--- config.mk ---
export PLATFORM = sky130hd
export DESIGN_NAME = xor_checksum_hamming_parity
export DESIGN_NICKNAME = d
export VERILOG_FILES = /design/src/hw/rtl/xcs_pkg.sv /design/src/hw/rtl/xcs_fold.sv /design/src/hw/rtl/xcs_code.sv /design/src/hw/rtl/xor_checksum_hamming_parity.sv
export SDC_FILE = /design/constraint.sdc
export NUM_CORES = 1
export LEC_CHECK = 0
export BUFFER_PORTS_ARGS = -buffer_cell sky130_fd_sc_hd__buf_2
export CORE_AREA = 2 2 99 82
export DETAILED_ROUTE_END_ITERATION = 10
export DIE_AREA = 0 0 101 84
export SYNTH_ARGS = -nofsm -noshare
export SYNTH_HDL_FRONTEND = slang
export SYNTH_SLANG_ARGS = --single-unit
--- constraint.sdc ---
create_clock -name clk -period 2.4 [get_ports clk]
set_input_delay 0.24 -clock clk [delete_from_list [all_inputs] [get_ports clk]]
set_output_delay 0.24 -clock clk [all_outputs]
set_load 0.05 [all_outputs]
--- src/hw/rtl/xcs_pkg.sv ---
// Shared types, constants and the Hamming check function for the XOR-16 checksum block.
package xcs_pkg;

  localparam int unsigned DataW  = 8;
  localparam int unsigned WordW  = 16;
  localparam int unsigned FrameW = 16;
  localparam int unsigned HamLen = 21;
  localparam int unsigned CodeW  = 5;

  // Hamming position (1-based) of each data bit, LSB first
  localparam logic [4:0] DATA_POS [WordW] = '{
    5'd3, 5'd5, 5'd6, 5'd7, 5'd9, 5'd10, 5'd11, 5'd12,
    5'd13, 5'd14, 5'd15, 5'd17, 5'd18, 5'd19, 5'd20, 5'd21
  };

  // Finished word handed from the fold stage to the output stage
  typedef struct packed {
    logic             valid;
    logic [WordW-1:0] word;
  } word_stage_t;

  // Even parity p1,p2,p4,p8,p16 over the data bits placed in the Hamming word
  function automatic logic [CodeW-1:0] hamming_checks(input logic [WordW-1:0] word);
    logic [CodeW-1:0] code;
    code = '0;
    for (int k = 0; k < CodeW; k++) begin
      for (int b = 0; b < WordW; b++) begin
        if (DATA_POS[b][k]) begin
          code[k] = code[k] ^ word[b];
        end
      end
    end
    return code;
  endfunction

endpackage

--- src/hw/rtl/xcs_fold.sv ---
// Byte fold stage: running XOR accumulator, byte counter and final word register.
module xcs_fold (
  input  logic                          clk,
  input  logic                          rst,
  input  logic                          accept,
  input  logic [xcs_pkg::DataW-1:0]     data_byte,
  input  logic                          is_last,
  input  logic [xcs_pkg::FrameW-1:0]    frame_number,
  input  logic                          is_start,
  input  logic                          is_end,
  input  logic                          take,
  output xcs_pkg::word_stage_t          stage
);

  logic [xcs_pkg::WordW-1:0] fold_word;
  logic [xcs_pkg::WordW-1:0] byte_count;
  logic [xcs_pkg::WordW-1:0] fold_next;
  logic [xcs_pkg::WordW-1:0] count_next;
  logic [xcs_pkg::WordW-1:0] word_next;
  logic                      valid;
  logic [xcs_pkg::WordW-1:0] word;

  // Fold the byte into its lane, count it and form the closing word
  always_comb begin
    if (byte_count[0]) begin
      fold_next = fold_word ^ {{(xcs_pkg::WordW-xcs_pkg::DataW){1'b0}}, data_byte};
    end else begin
      fold_next = fold_word ^ {data_byte, {(xcs_pkg::WordW-xcs_pkg::DataW){1'b0}}};
    end
    count_next = byte_count + {{(xcs_pkg::WordW-1){1'b0}}, 1'b1};
    word_next  = fold_next ^ count_next ^ frame_number
               ^ {{(xcs_pkg::WordW-2){1'b0}}, is_start, is_end};
  end

  // Advance the accumulator; clear it when the frame closes
  always_ff @(posedge clk) begin
    if (rst) begin
      fold_word  <= '0;
      byte_count <= '0;
    end else if (accept) begin
      if (is_last) begin
        fold_word  <= '0;
        byte_count <= '0;
      end else begin
        fold_word  <= fold_next;
        byte_count <= count_next;
      end
    end
  end

  // Hold the closing word until the output stage takes it
  always_ff @(posedge clk) begin
    if (rst) begin
      valid <= 1'b0;
    end else if (accept && is_last) begin
      valid <= 1'b1;
    end else if (take) begin
      valid <= 1'b0;
    end
  end

  always_ff @(posedge clk) begin
    if (accept && is_last) begin
      word <= word_next;
    end
  end

  assign stage.valid = valid;
  assign stage.word  = word;

endmodule

--- src/hw/rtl/xcs_code.sv ---
// Output stage: Hamming parity of the closing word into the result register.
module xcs_code (
  input  logic                          clk,
  input  logic                          rst,
  input  xcs_pkg::word_stage_t          stage,
  output logic                          take,
  output logic                          out_valid,
  input  logic                          out_ready,
  output logic [xcs_pkg::CodeW-1:0]     check_code
);

  logic                      valid;
  logic [xcs_pkg::CodeW-1:0] code;
  logic                      room;

  // Load when the register is empty or its item leaves this cycle
  assign room = !valid || out_ready;
  assign take = stage.valid && room;

  always_ff @(posedge clk) begin
    if (rst) begin
      valid <= 1'b0;
    end else if (room) begin
      valid <= stage.valid;
    end
  end

  always_ff @(posedge clk) begin
    if (take) begin
      code <= xcs_pkg::hamming_checks(stage.word);
    end
  end

  assign out_valid  = valid;
  assign check_code = code;

endmodule

--- src/hw/rtl/xor_checksum_hamming_parity.sv ---
// Top level of the XOR-16 frame checksum with Hamming(21,16) check code.
//
// Input channel (in_valid/in_ready): one payload byte per item, with is_last
// marking the final byte of a frame; frame_number, is_start and is_end are
// used only on that last byte. Output channel (out_valid/out_ready): one
// item per frame carrying the five check bits, bit0=p1 up to bit4=p16.
// Throughput: one byte per cycle while in_ready is high. The fold accumulator
// updates in the cycle a byte is taken; the closing word lands in a word
// register and its parity is then registered in the result register, from
// which check_code shows.
// Stalls: while the receiver holds out_ready low the result stays put and
// the word register can still fill; in_ready drops only once both are full.
// Reset (rst, synchronous): accumulator and byte count clear, both stages
// empty; the block takes bytes in the first cycle after reset.
module xor_checksum_hamming_parity (
  input  logic                          clk,
  input  logic                          rst,
  input  logic                          in_valid,
  output logic                          in_ready,
  input  logic [xcs_pkg::DataW-1:0]     data_byte,
  input  logic                          is_last,
  input  logic [xcs_pkg::FrameW-1:0]    frame_number,
  input  logic                          is_start,
  input  logic                          is_end,
  output logic                          out_valid,
  input  logic                          out_ready,
  output logic [xcs_pkg::CodeW-1:0]     check_code
);

  xcs_pkg::word_stage_t stage;
  logic                 take;
  logic                 accept;

  // Take a byte whenever the word register is free or drains this cycle
  assign in_ready = !stage.valid || take;
  assign accept   = in_valid && in_ready;

  xcs_fold u_fold (
    .clk          (clk),
    .rst          (rst),
    .accept       (accept),
    .data_byte    (data_byte),
    .is_last      (is_last),
    .frame_number (frame_number),
    .is_start     (is_start),
    .is_end       (is_end),
    .take         (take),
    .stage        (stage)
  );

  xcs_code u_code (
    .clk        (clk),
    .rst        (rst),
    .stage      (stage),
    .take       (take),
    .out_valid  (out_valid),
    .out_ready  (out_ready),
    .check_code (check_code)
  );

endmodule

* After elaboration in Yosys (flattened, before gate mapping)
Index checks and enable logic that the tools add are counted.
** Word-level totals
- Register bits :: 55
- Input port bits :: 31
- Output and inout port bits :: 7
- Word-level logic and storage cells :: 94
** Cells by class
- Add/subtract/negate cells :: 1
- Multiplexer cells :: 39
- Bitwise gates (word level) :: 40
- Reduce and logical (&&, ||, !) cells :: 8
** Operators by type and width (count)
- $mux W16 :: 3
- $xor A16 B16 Y16 :: 3
- $mux W1 :: 36
- $xor A1 B1 Y1 :: 35
- $add A16 B1 Y16 const B :: 1
- $xor A16 B2 Y16 :: 1
- $xor A16 B8 Y16 :: 1
- $logic_and A1 B1 Y1 :: 3
- $logic_not A1 Y1 :: 2
- $logic_or A1 B1 Y1 :: 2
- $reduce_bool A2 Y1 :: 1

* Depth between registers and ports, before layout
Gate-level depths: netlist (run 1).
- Word-level depth :: 21
- Depth in mapped cells :: 7
- Depth with buffers taken out :: 5

* Hierarchy
A second synthesis (run 1) with hierarchy kept.
** Second synthesis, totals
- Cells, all modules :: 351
- Area, all modules :: 3260.6 um^2
** Modules (own cells, without submodules)
- xcs_fold :: times used 1, cells an instance 315, area each 2796.4 um^2, sequential area each 1141.1 um^2
- xcs_code :: times used 1, cells an instance 34, area each 441.7 um^2, sequential area each 170.2 um^2
- xor_checksum_hamming_parity :: times used 1, cells an instance 2, area each 22.5 um^2, sequential area each 0.0 um^2

* Least setup slack after synthesis (run 1)
Ideal clock, no wire load.
- Path kind :: register to register
- Start point :: register u_code.valid (netlist: u_code.out_valid)
- End point :: register u_fold.byte_count[2] in the netlist's numbering
- Library setup time :: 0.070 ns
- Data arrival time :: 2.051 ns
- Required time :: 2.330 ns
- Setup slack :: 0.278 ns
- Stages on the path, launching flop included :: 8
- Buffers on the path :: 2
- Period minus slack after synthesis :: 2.122 ns
- Path through :: dfxtp_1 and3b_1 inv_1 nand2_1 clkbuf_1 clkbuf_1 o21ai_0 a21oi_1
** On the way
- Cells in the longest elaborated chain, start to end :: 5
** RTL lines
- start: declaration :: line xcs_code.sv:12 : logic valid;
- start signal: assignment :: line xcs_code.sv:24 : valid <= stage.valid;
- $logic_not A1 Y1 :: line xcs_code.sv:17 : assign room = !valid || out_ready;
- $logic_or A1 B1 Y1 :: line xcs_code.sv:17
- $logic_and A1 B1 Y1 :: line xcs_code.sv:18 : assign take = stage.valid && room;
- $logic_or A1 B1 Y1 :: line xor_checksum_hamming_parity.sv:35 : assign in_ready = !stage.valid || take;
- net in_ready :: line xor_checksum_hamming_parity.sv:19 : output logic in_ready,
- $logic_and A1 B1 Y1 :: line xor_checksum_hamming_parity.sv:36 : assign accept = in_valid && in_ready;
- end signal: assignment :: line xcs_fold.sv:46 : byte_count <= count_next;
- end: declaration :: line xcs_fold.sv:16 : logic [xcs_pkg::WordW-1:0] byte_count;
The timed path passes the listed nets, and every way through them passes these cells.
A chain may end at the register's enable or synchronous reset.

* Worst setup path after layout (run 1)
- Start point :: register u_fold.byte_count[1] in the netlist's numbering
- End point :: register u_fold.byte_count[10] in the netlist's numbering
** On the way
- Cells in the longest elaborated chain, start to end :: 2
** RTL lines
- $add A16 B1 Y16 :: line xcs_fold.sv:30 : count_next = byte_count + {{(xcs_pkg::WordW-1){1'b0}}, 1'b1};
- $mux W16 :: line xcs_fold.sv:41 : if (is_last) begin
Every way passes these cells.

==> results of run 1 <==
-- per-stage QoR --
step / utilization [%] / area [sq um]
2_1_floorplan: - / 3267
4_1_cts: 47.64 / 3630
3_3_place_gp: 46.11 / 3513
3_5_place_dp: 46.11 / 3513
5_1_grt: 47.64 / 3630
6_report: 47.64 / 3630
-- power groups by stage --
stage | Combinational (mW) | Clock, mW | Sequential (mW)
after floorplan | 0.295 | 0 | 1.09
after global placement | 0.427 | 0 | 1.07
after detailed placement | 0.430 | 0 | 1.07
after CTS | 0.431 | 0.664 | 1.05
after global routing | 0.472 | 0.711 | 1.05
final | 0.428 | 0.647 | 1.05
-- logic make-up (layout without fill, tap and decap cells) --
logic type                 count (synthesis)  after routing
DFF                                       55             55
muxes                                      2              2
adders and majority gates                  1              1
buffers and inverters                     25             55
xor gates and xnor gates                  90             90
AOI/OAI and AO/OA                         83             83
and+or+nand+nor                           99             99
-- cell usage in the layout (no fill, tap or decap), drive strengths merged --
cell    count
or3        19
clkinv      1
and3        3
and4        4
a31oi       4
o21ai      27
ha          1
a32o        3
and3b       1
xnor2      74
edfxtp     21
nand2b     10
inv         4
bufinv      1
and2        4
a21boi      1
nand4       3
a21oi      47
nor2       12
or4         3
nand3b      4
nand2      18
nor4        2
nor3        3
clkbuf      5
xor2       16
nand4b      2
nand3       6
buf        44
a41oi       1
dfxtp      34
nor2b       5
mux2i       2
-- flip-flops by register name, summed over array words and instances (netlist names) --
register and flops:
u_code.out_valid 1, u_code.check_code 5, u_fold.fold_word 16, u_fold.word 16, u_fold.byte_count 16, u_fold.valid 1
-- routing by layer --
layer / part of all wire [%] / vias to the layer above
met5: 0 / -
met4: 0.14 / 0
met3: 4.4 / 2
met2: 46 / 61
met1: 50 / 1205
li1: - / 1296
-- cell type report --
cell class / instances / area, sq um / share of cell area (%)
inverters: 3 / 11.26 / 0.3102
multi-input cells: 275 / 1837 / 50.60
well taps: 93 / 116.4 / 3.206
repair buffers: 44 / 237.7 / 6.549
flip-flops and latches: 55 / 1311 / 36.13
clock inverters: 3 / 47.55 / 1.310
clock buffers: 5 / 68.82 / 1.896
-- worst reg2reg max path, stage by stage, from the launching register on --
cell and delay [ns]:
dfxtp_1 0.42, ha_1 0.28, and3_1 0.32, nand2_1 0.19
or4_2 0.64, a21oi_1 0.14
-- how the worst max path moves through the flow --
stage,endpoint,depth (start not counted)
2_1_floorplan,u_fold.byte_count[2],7
3_3_place_gp,u_fold.byte_count[10],5
3_5_place_dp,u_fold.byte_count[10],5
4_1_cts,u_fold.byte_count[10],5
5_1_grt,u_fold.byte_count[10],5
6_report,u_fold.byte_count[10],5
==> impl_metrics.tcl, run 1 <==
set metrics [dict create \
    synthCells 355 \
    cts.sinks 55 \
    vias_per_cell 5.364 \
    final.setup.tns_ns 0 \
    synthAdderAreaFrac_pct 0.3830 \
    insertion_delay_ns 0.31 \
    synthTopCellsByArea "dfxtp_1, xnor2_1, edfxtp_1" \
    finalSetupViolations 0 \
    max_clock_freq_ghz 0.4867 \
    fin_worst_skew_ns 0.009919 \
    clockRootBuffer "clkbuf_8" \
    reg2reg_slack_ns 0.35 \
    p_clk_share_pct 30.5 \
    drt_first_iter_violations 165 \
    min_path_type "input port to flip-flop" \
    synth_edf_count 21 \
    cp_num_buf_inv 0 \
    synth_most_common_cell "xnor2_1" \
    reg2reg_depth 5 \
    grt_pass1_vias 2388 \
    p_per_area_mw_per_mm2 585.1 \
    holdWs_ns 0.2126 \
    drc 0 \
    layout.cells.non_filler 478 \
    status "completed" \
    use_met1_pct 26.46 \
    met2_usage_pct 27.58 \
    avgSynthCellArea_sq_um 9.202 \
    synth_commonest_cells "xnor2_1, a21oi_1, dfxtp_1" \
    synth-simple-area-share_pct 17.58 \
    num_antenna_cells 0 \
    nFillCells 736 \
    core_area_sq_mm 0.007620 \
    antenna_found_initial 0 \
    maxCapViolCount 0 \
    placed_cells_incl_taps 470 \
    power_mw 2.124 \
    slew_viol_final 0 \
    pwr-share-comb_pct 20.1 \
    wl_mm 7.215 \
    die_area_sq_mm 0.008484 \
    firstDrtPassIters 4 \
    num_rows 29 \
    worstPathRequired_ns 2.64 \
    p_leak_nw 1.216 \
    switchingPower_mw 0.5864 \
    synth_top_area_share_pct 20.83 \
    power_switching_share_pct 27.61 \
    crit_type "flip-flop to flip-flop" \
    end_kind "flip-flop" \
    cts_tree "built" \
    wl_per_cell_um 15.09 \
    syn_nets 387 \
    grt_usage_pct 17.92 \
    cts-htree-levels 2 \
    use_met3_pct 3.853 \
    peakVddDrop_mv 0.3783 \
    syn_area_sq_mm 0.003267 \
    cp.arrival_ns 2.30 \
    worstHoldPathCells 3 \
    yosysSeqAreaShare_pct 40.14 \
    yosysTopAreaCell "dfxtp_1" \
    grt_pass1_wl_mm 11.88 \
    portBuffers 37 \
    r2r_end "u_fold.byte_count[10]" \
    hpwlAfterDp_mm 5.230 \
    synth_top_family_by_area "XOR/XNOR gates" \
    synth_xor_xnor_area_share_pct 24.13 \
    synthDistinctLibCells 39 \
    vias 2564 \
    gp_congestion 0.7999 \
    cts_buffers 5 \
    slew_headroom_pct 56.16 \
    worstPathCellList "ha_1, and3_1, nand2_1, or4_2, a21oi_1" \
    cp_max_fo 7 \
    worstMarginPinSlew_ns 0.6518 \
    r2r_start "u_fold.byte_count[1]" \
    holdPathEnd "u_fold.valid" \
    drive_gt1_share_pct 15.06 \
    final_nets 416 \
    synth-seq-cells 55 \
    grt_max_degree 34 \
    die_height_um 84 \
    synth_compound_area_share_pct 13.52 \
    grt_overflow 0 \
    postCtsHoldBufs 0 \
    fin_crit_sh_pct 85.62 \
    area_growth_pct 11.11 \
    post-place-ws_ns 0.4027 \
    clk_pin_slew_worst_paths_ns 0.11 \
    hold_violations 0 \
    critPathTopFamily "simple AND/OR/NAND/NOR gates" \
    cts.repair.resized 0 \
    crit_path_start "u_fold.byte_count[1]" \
    setup_ws_ns 0.3451 \
    cts.path.max_buffers 2 \
    worstSetupStartpointType "flip-flop" \
    p_int_mw 1.537 \
    synth_warnings 0 \
    min_from "in_valid" \
    start_util_pct 42.87 \
    async_flop_share_pct 0 \
    pin_count 38 \
    slowest_stage "or4_2" \
    cts_setup_buffers 0 \
    drtAntennaViolNets 0 \
    grt_setup_unrepaired "no" \
    pwr-share-seq_pct 49.4 \
    synth_mux_area_share_pct 0.6128 \
    busiest_layer "met2" \
    synth-main-ff-cell "dfxtp_1" \
    die_x_um 101 \
    layout_min_cycle_time_ns 2.055 \
    critPathMaxStageDelay_ns 0.63 \
]
Note: power is estimated with default switching activity, not from simulation.
==> run 2: changes to the inputs <==
- clock period: 2.4 -> 2.6 ns (I/O delays scaled with it)
==> impl_metrics.tcl, run 2 (synthesis gave the netlist of run 1 again) <==
set metrics [dict create \
    status "completed" \
    core_area_sq_mm 0.007620 \
    portBuffers 37 \
    drtAntennaViolNets 0 \
    largestRegisters "u_fold.byte_count (16), u_fold.fold_word (16), u_fold.word (16)" \
    finalSetupViolations 0 \
    placed_area_sq_mm 0.003498 \
    final_common_cell "xnor2_1" \
    postCtsHoldBufs 0 \
    wl_mm 7.312 \
    slowest_stage "or4_2" \
    area_growth_pct 9.805 \
    critical_path_depth 5 \
    slew_viol_final 0 \
    min_path_type "input port to flip-flop" \
    gp_congestion 0.8053 \
    worstMarginPinSlew_ns 0.7538 \
    start_util_pct 42.87 \
    num_antenna_cells 0 \
    p_per_area_mw_per_mm2 516.9 \
    num_rows 29 \
    critPathTopFamily "simple AND/OR/NAND/NOR gates" \
    cts.sinks 55 \
    grt_pass1_vias 2439 \
    nFillCells 745 \
    wl_per_cell_um 15.36 \
    final_cell_mix "xnor2_1, a21oi_1, buf_2, dfxtp_1, o21ai_0" \
    insertion_delay_ns 0.32 \
    cts-htree-levels 2 \
    maxCapViolCount 0 \
    grt_overflow 0 \
    vias_per_cell 5.311 \
    cts.repair.resized 0 \
    drt_first_iter_violations 123 \
    die_area_sq_mm 0.008484 \
    peakVddDrop_mv 0.2465 \
    antenna_found_initial 0 \
    grt_setup_unrepaired "no" \
    end_kind "flip-flop" \
    drive_gt1_share_pct 14.62 \
    reg2reg_depth 5 \
    cts_buffers 5 \
    cp_num_buf_inv 0 \
    cts.path.max_buffers 2 \
    worstHoldPathCells 3 \
    worstSetupStartpointType "flip-flop" \
    hold_violations 0 \
    layout.cells.non_filler 476 \
    holdWs_ns 0.2295 \
    cts_tree "built" \
    die_x_um 101 \
    fin_worst_skew_ns 0.005749 \
    cts_setup_buffers 0 \
    grt_pass1_wl_mm 12.04 \
    pin_count 38 \
    clk_pin_slew_worst_paths_ns 0.10 \
    cp.arrival_ns 2.32 \
    p_leak_nw 1.188 \
    placed_cells_incl_taps 468 \
    design_area_sq_mm 0.003587 \
    final.setup.tns_ns 0 \
    die_height_um 84 \
    grt_max_degree 38 \
    critPathMaxStageDelay_ns 0.63 \
    cp_max_fo 7 \
    crit_type "flip-flop to flip-flop" \
    hpwlAfterDp_mm 5.295 \
    worstPathRequired_ns 2.84 \
    layout_min_cycle_time_ns 2.081 \
    fin_crit_sh_pct 80.02 \
    worstPathCellList "ha_1, and3_1, nand2_1, or4_2, a21oi_1" \
    final_nets 414 \
    firstDrtPassIters 4 \
    max_clock_freq_ghz 0.4806 \
    grt_usage_pct 18.28 \
    clockRootBuffer "clkbuf_8" \
    reg2reg_slack_ns 0.52 \
    slew_headroom_pct 49.75 \
    vias 2528 \
    drc 0 \
]
-- run 2: changes by cell type in the layout (fill, tap and decap cells not counted) --
cell and change:
buf_4 -2, bufinv_16 -1, clkinv_2 +1, clkinv_4 -1, clkinvlp_4 +2, inv_6 -1
-- run 2: per-layer routing --
metal | share of wire [%] | GRT usage [%] | wire (um) | vias to the layer above
met5 | 0 | 0 | 0 | -
met4 | 0.75 | 3.686 | 55 | 0
li1 | - | - | - | 1289
met2 | 46 | 29.64 | 3344 | 49
met3 | 4.0 | 3.350 | 295 | 7
met1 | 49 | 25.54 | 3617 | 1183
-- run 2: area by class of cell --
type | count | area [sq um] | share of cell area [%]
Inverter | 3 | 11.26 | 0.3139
Clock buffer | 5 | 68.82 | 1.918
Tap cell | 93 | 116.4 | 3.244
Clock inverter | 3 | 20.02 | 0.5581
Multi-Input combinational cell | 275 | 1837 | 51.20
Timing Repair Buffer | 42 | 222.7 | 6.209
Sequential cell | 55 | 1311 | 36.55
-- run 2: through the flow --
stage | power [mW] | utilization [%] | setup slack (ns)
2_1_floorplan | 1.282 | - | 0.4783
3_5_place_dp | 1.388 | 45.91 | 0.5576
4_1_cts | 1.869 | 47.08 | 0.5261
3_3_place_gp | 1.381 | 45.91 | 0.6401
6_report | 1.854 | 47.08 | 0.5194
5_1_grt | 1.942 | 47.08 | 0.2940
-- run 2: path summary, 6_finish.rpt --
| check | from | endpoint |
|---|---|---|
| max reg2reg | u_fold.byte_count[1] | u_fold.byte_count[10] |
| min reg2reg | u_fold.byte_count[15] | u_fold.byte_count[15] |
| min | in_valid | u_fold.valid |
| max | u_fold.byte_count[1] | u_fold.byte_count[10] |
-- run 2: worst register-to-register path: cells and delay by family, from the launching register on --
family / cells / cell delay, ns
compound gates: 1 / 0.14
fa+ha+maj: 1 / 0.29
simple gates: 3 / 1.14
flops: 1 / 0.43
-- run 2: power by group --
| part | internal, mW | switching (mW) |
|---|---|---|
| Combinational | 0.177 | 0.219 |
| Clock | 0.188 | 0.302 |
| Sequential | 0.947 | 0.0208 |
==> run 3: changes to the inputs <==
- clock period: 2.6 -> 2.1 ns (I/O delays scaled with it)
==> impl_metrics.tcl, run 3 (synthesis gave the netlist of run 1 again) <==
set metrics [dict create \
    status "completed" \
    cts-htree-levels 2 \
    maxCapViolCount 0 \
    placed_cells_incl_taps 477 \
    worstHoldPathCells 3 \
    firstDrtPassIters 5 \
    switchingPower_mw 0.6743 \
    cts_buffers 5 \
    antenna_found_initial 0 \
    drt_first_iter_violations 138 \
    p_per_area_mw_per_mm2 687.8 \
    clockRootBuffer "clkbuf_8" \
    largestRegisters "u_fold.byte_count (16), u_fold.fold_word (16), u_fold.word (16)" \
    p_clk_share_pct 33.3 \
    cp.arrival_ns 2.16 \
    pwr-share-seq_pct 47.1 \
    postCtsHoldBufs 0 \
    die_x_um 101 \
    num_rows 29 \
    cts_tree "built" \
    pwr-share-comb_pct 19.6 \
    start_util_pct 42.87 \
    min_path_type "input port to flip-flop" \
    cp_max_fo 6 \
    num_antenna_cells 0 \
    drc 0 \
    portBuffers 37 \
    final_nets 423 \
    layout_min_cycle_time_ns 1.907 \
    die_area_sq_mm 0.008484 \
    nFillCells 744 \
    fin_crit_sh_pct 90.80 \
    final_cell_mix "xnor2_1, a21oi_1, buf_2, dfxtp_1, o21ai_0" \
    worstPathRequired_ns 2.35 \
    peakVddDrop_mv 0.2824 \
    clk_pin_slew_worst_paths_ns 0.11 \
    finalSetupViolations 0 \
    area_growth_pct 13.37 \
    cts_setup_buffers 0 \
    grt_pass1_wl_mm 11.95 \
    p_int_mw 1.873 \
    grt_max_degree 34 \
    cts.path.max_buffers 2 \
    hpwlAfterDp_mm 5.346 \
    cts.sinks 55 \
    worstMarginPinSlew_ns 0.7161 \
    end_kind "flip-flop" \
    max_clock_freq_ghz 0.5244 \
    cts.repair.resized 0 \
    reg2reg_depth 5 \
    vias_per_cell 5.381 \
    fin_worst_skew_ns 0.007311 \
    final.setup.tns_ns 0 \
    grt_overflow 0 \
    drtAntennaViolNets 0 \
    grt_pass1_vias 2394 \
    wl_per_cell_um 15.32 \
    crit_type "flip-flop to flip-flop" \
    slew_headroom_pct 51.83 \
    worstSetupStartpointType "flip-flop" \
    slew_viol_final 0 \
    die_height_um 84 \
    gp_congestion 0.8544 \
    hold_violations 0 \
    pin_count 38 \
    grt_usage_pct 18.13 \
    vias 2610 \
    final_common_cell "xnor2_1" \
    wl_mm 7.431 \
    core_area_sq_mm 0.007620 \
    power_switching_share_pct 26.47 \
    insertion_delay_ns 0.31 \
    p_leak_nw 1.259 \
    drive_gt1_share_pct 16.84 \
    grt_setup_unrepaired "no" \
    layout.cells.non_filler 485 \
]
[run 3: changes by cell type in the layout (fill, tap and decap cells not counted)]
cell / previous run / this run
clkinvlp_4: 2 / 1
buf_4: 5 / 14
dfxtp_1: 34 / 33
dfxtp_2: 0 / 1
clkinv_2: 1 / 0
bufinv_16: 0 / 2
[run 3: stage by stage]
stage               area (sq um)  util [%]  setup WS, ns  hold slack [ns]  power, mW
floorplan                   3268         -        0.1527           0.3590      1.588
global placement            3567     46.81        0.3073           0.4600      1.715
detailed placement          3567     46.81        0.2426           0.4789      1.724
CTS                         3704     48.60        0.2283           0.1966      2.564
global route                3704     48.60       0.08827           0.2018      2.657
finish                      3704     48.60        0.1932           0.2071      2.547
[run 3: area by class of cell]
class,instances,area [sq um],area share [%]
repair buffers,51,290.3,7.838
multi-input cells,275,1837,49.59
inverters,3,11.26,0.3041
well taps,93,116.4,3.142
flip-flops and latches,55,1313,35.44
clock buffers,5,68.82,1.858
clock inverters,3,67.56,1.824
[run 3: critical path, cell delays in order (launching register included)]
cell and delay [ns]:
dfxtp_1 0.43, ha_1 0.30, and3_1 0.20, nand2_1 0.14, or4_2 0.63, a21oi_1 0.13
[run 3: path summary, 6_finish.rpt]
| kind | end | start | slack, ns |
|---|---|---|---|
| worst min-delay path | u_fold.fold_word[0] | data_byte[0] | 0.21 |
| worst max-delay path | u_fold.byte_count[10] | u_fold.byte_count[1] | 0.19 |
| worst min register to register | u_code.out_valid | u_fold.valid | 0.50 |
| worst max register to register | u_fold.byte_count[10] | u_fold.byte_count[1] | 0.19 |
[run 3: power groups by stage]
stage	Clock (mW)	Combinational (mW)	Sequential (mW)
final	0.848	0.499	1.20
after detailed placement	0	0.499	1.23
after CTS	0.863	0.500	1.20
after global placement	0	0.492	1.22
after global routing	0.904	0.548	1.20
after floorplan	0	0.338	1.25
[run 3: metal layers]
layer	routed length, um	global-route usage, %
met1	3720	26.21
met2	3321	28.30
met3	328	3.434
met4	60	3.686
met5	0	0
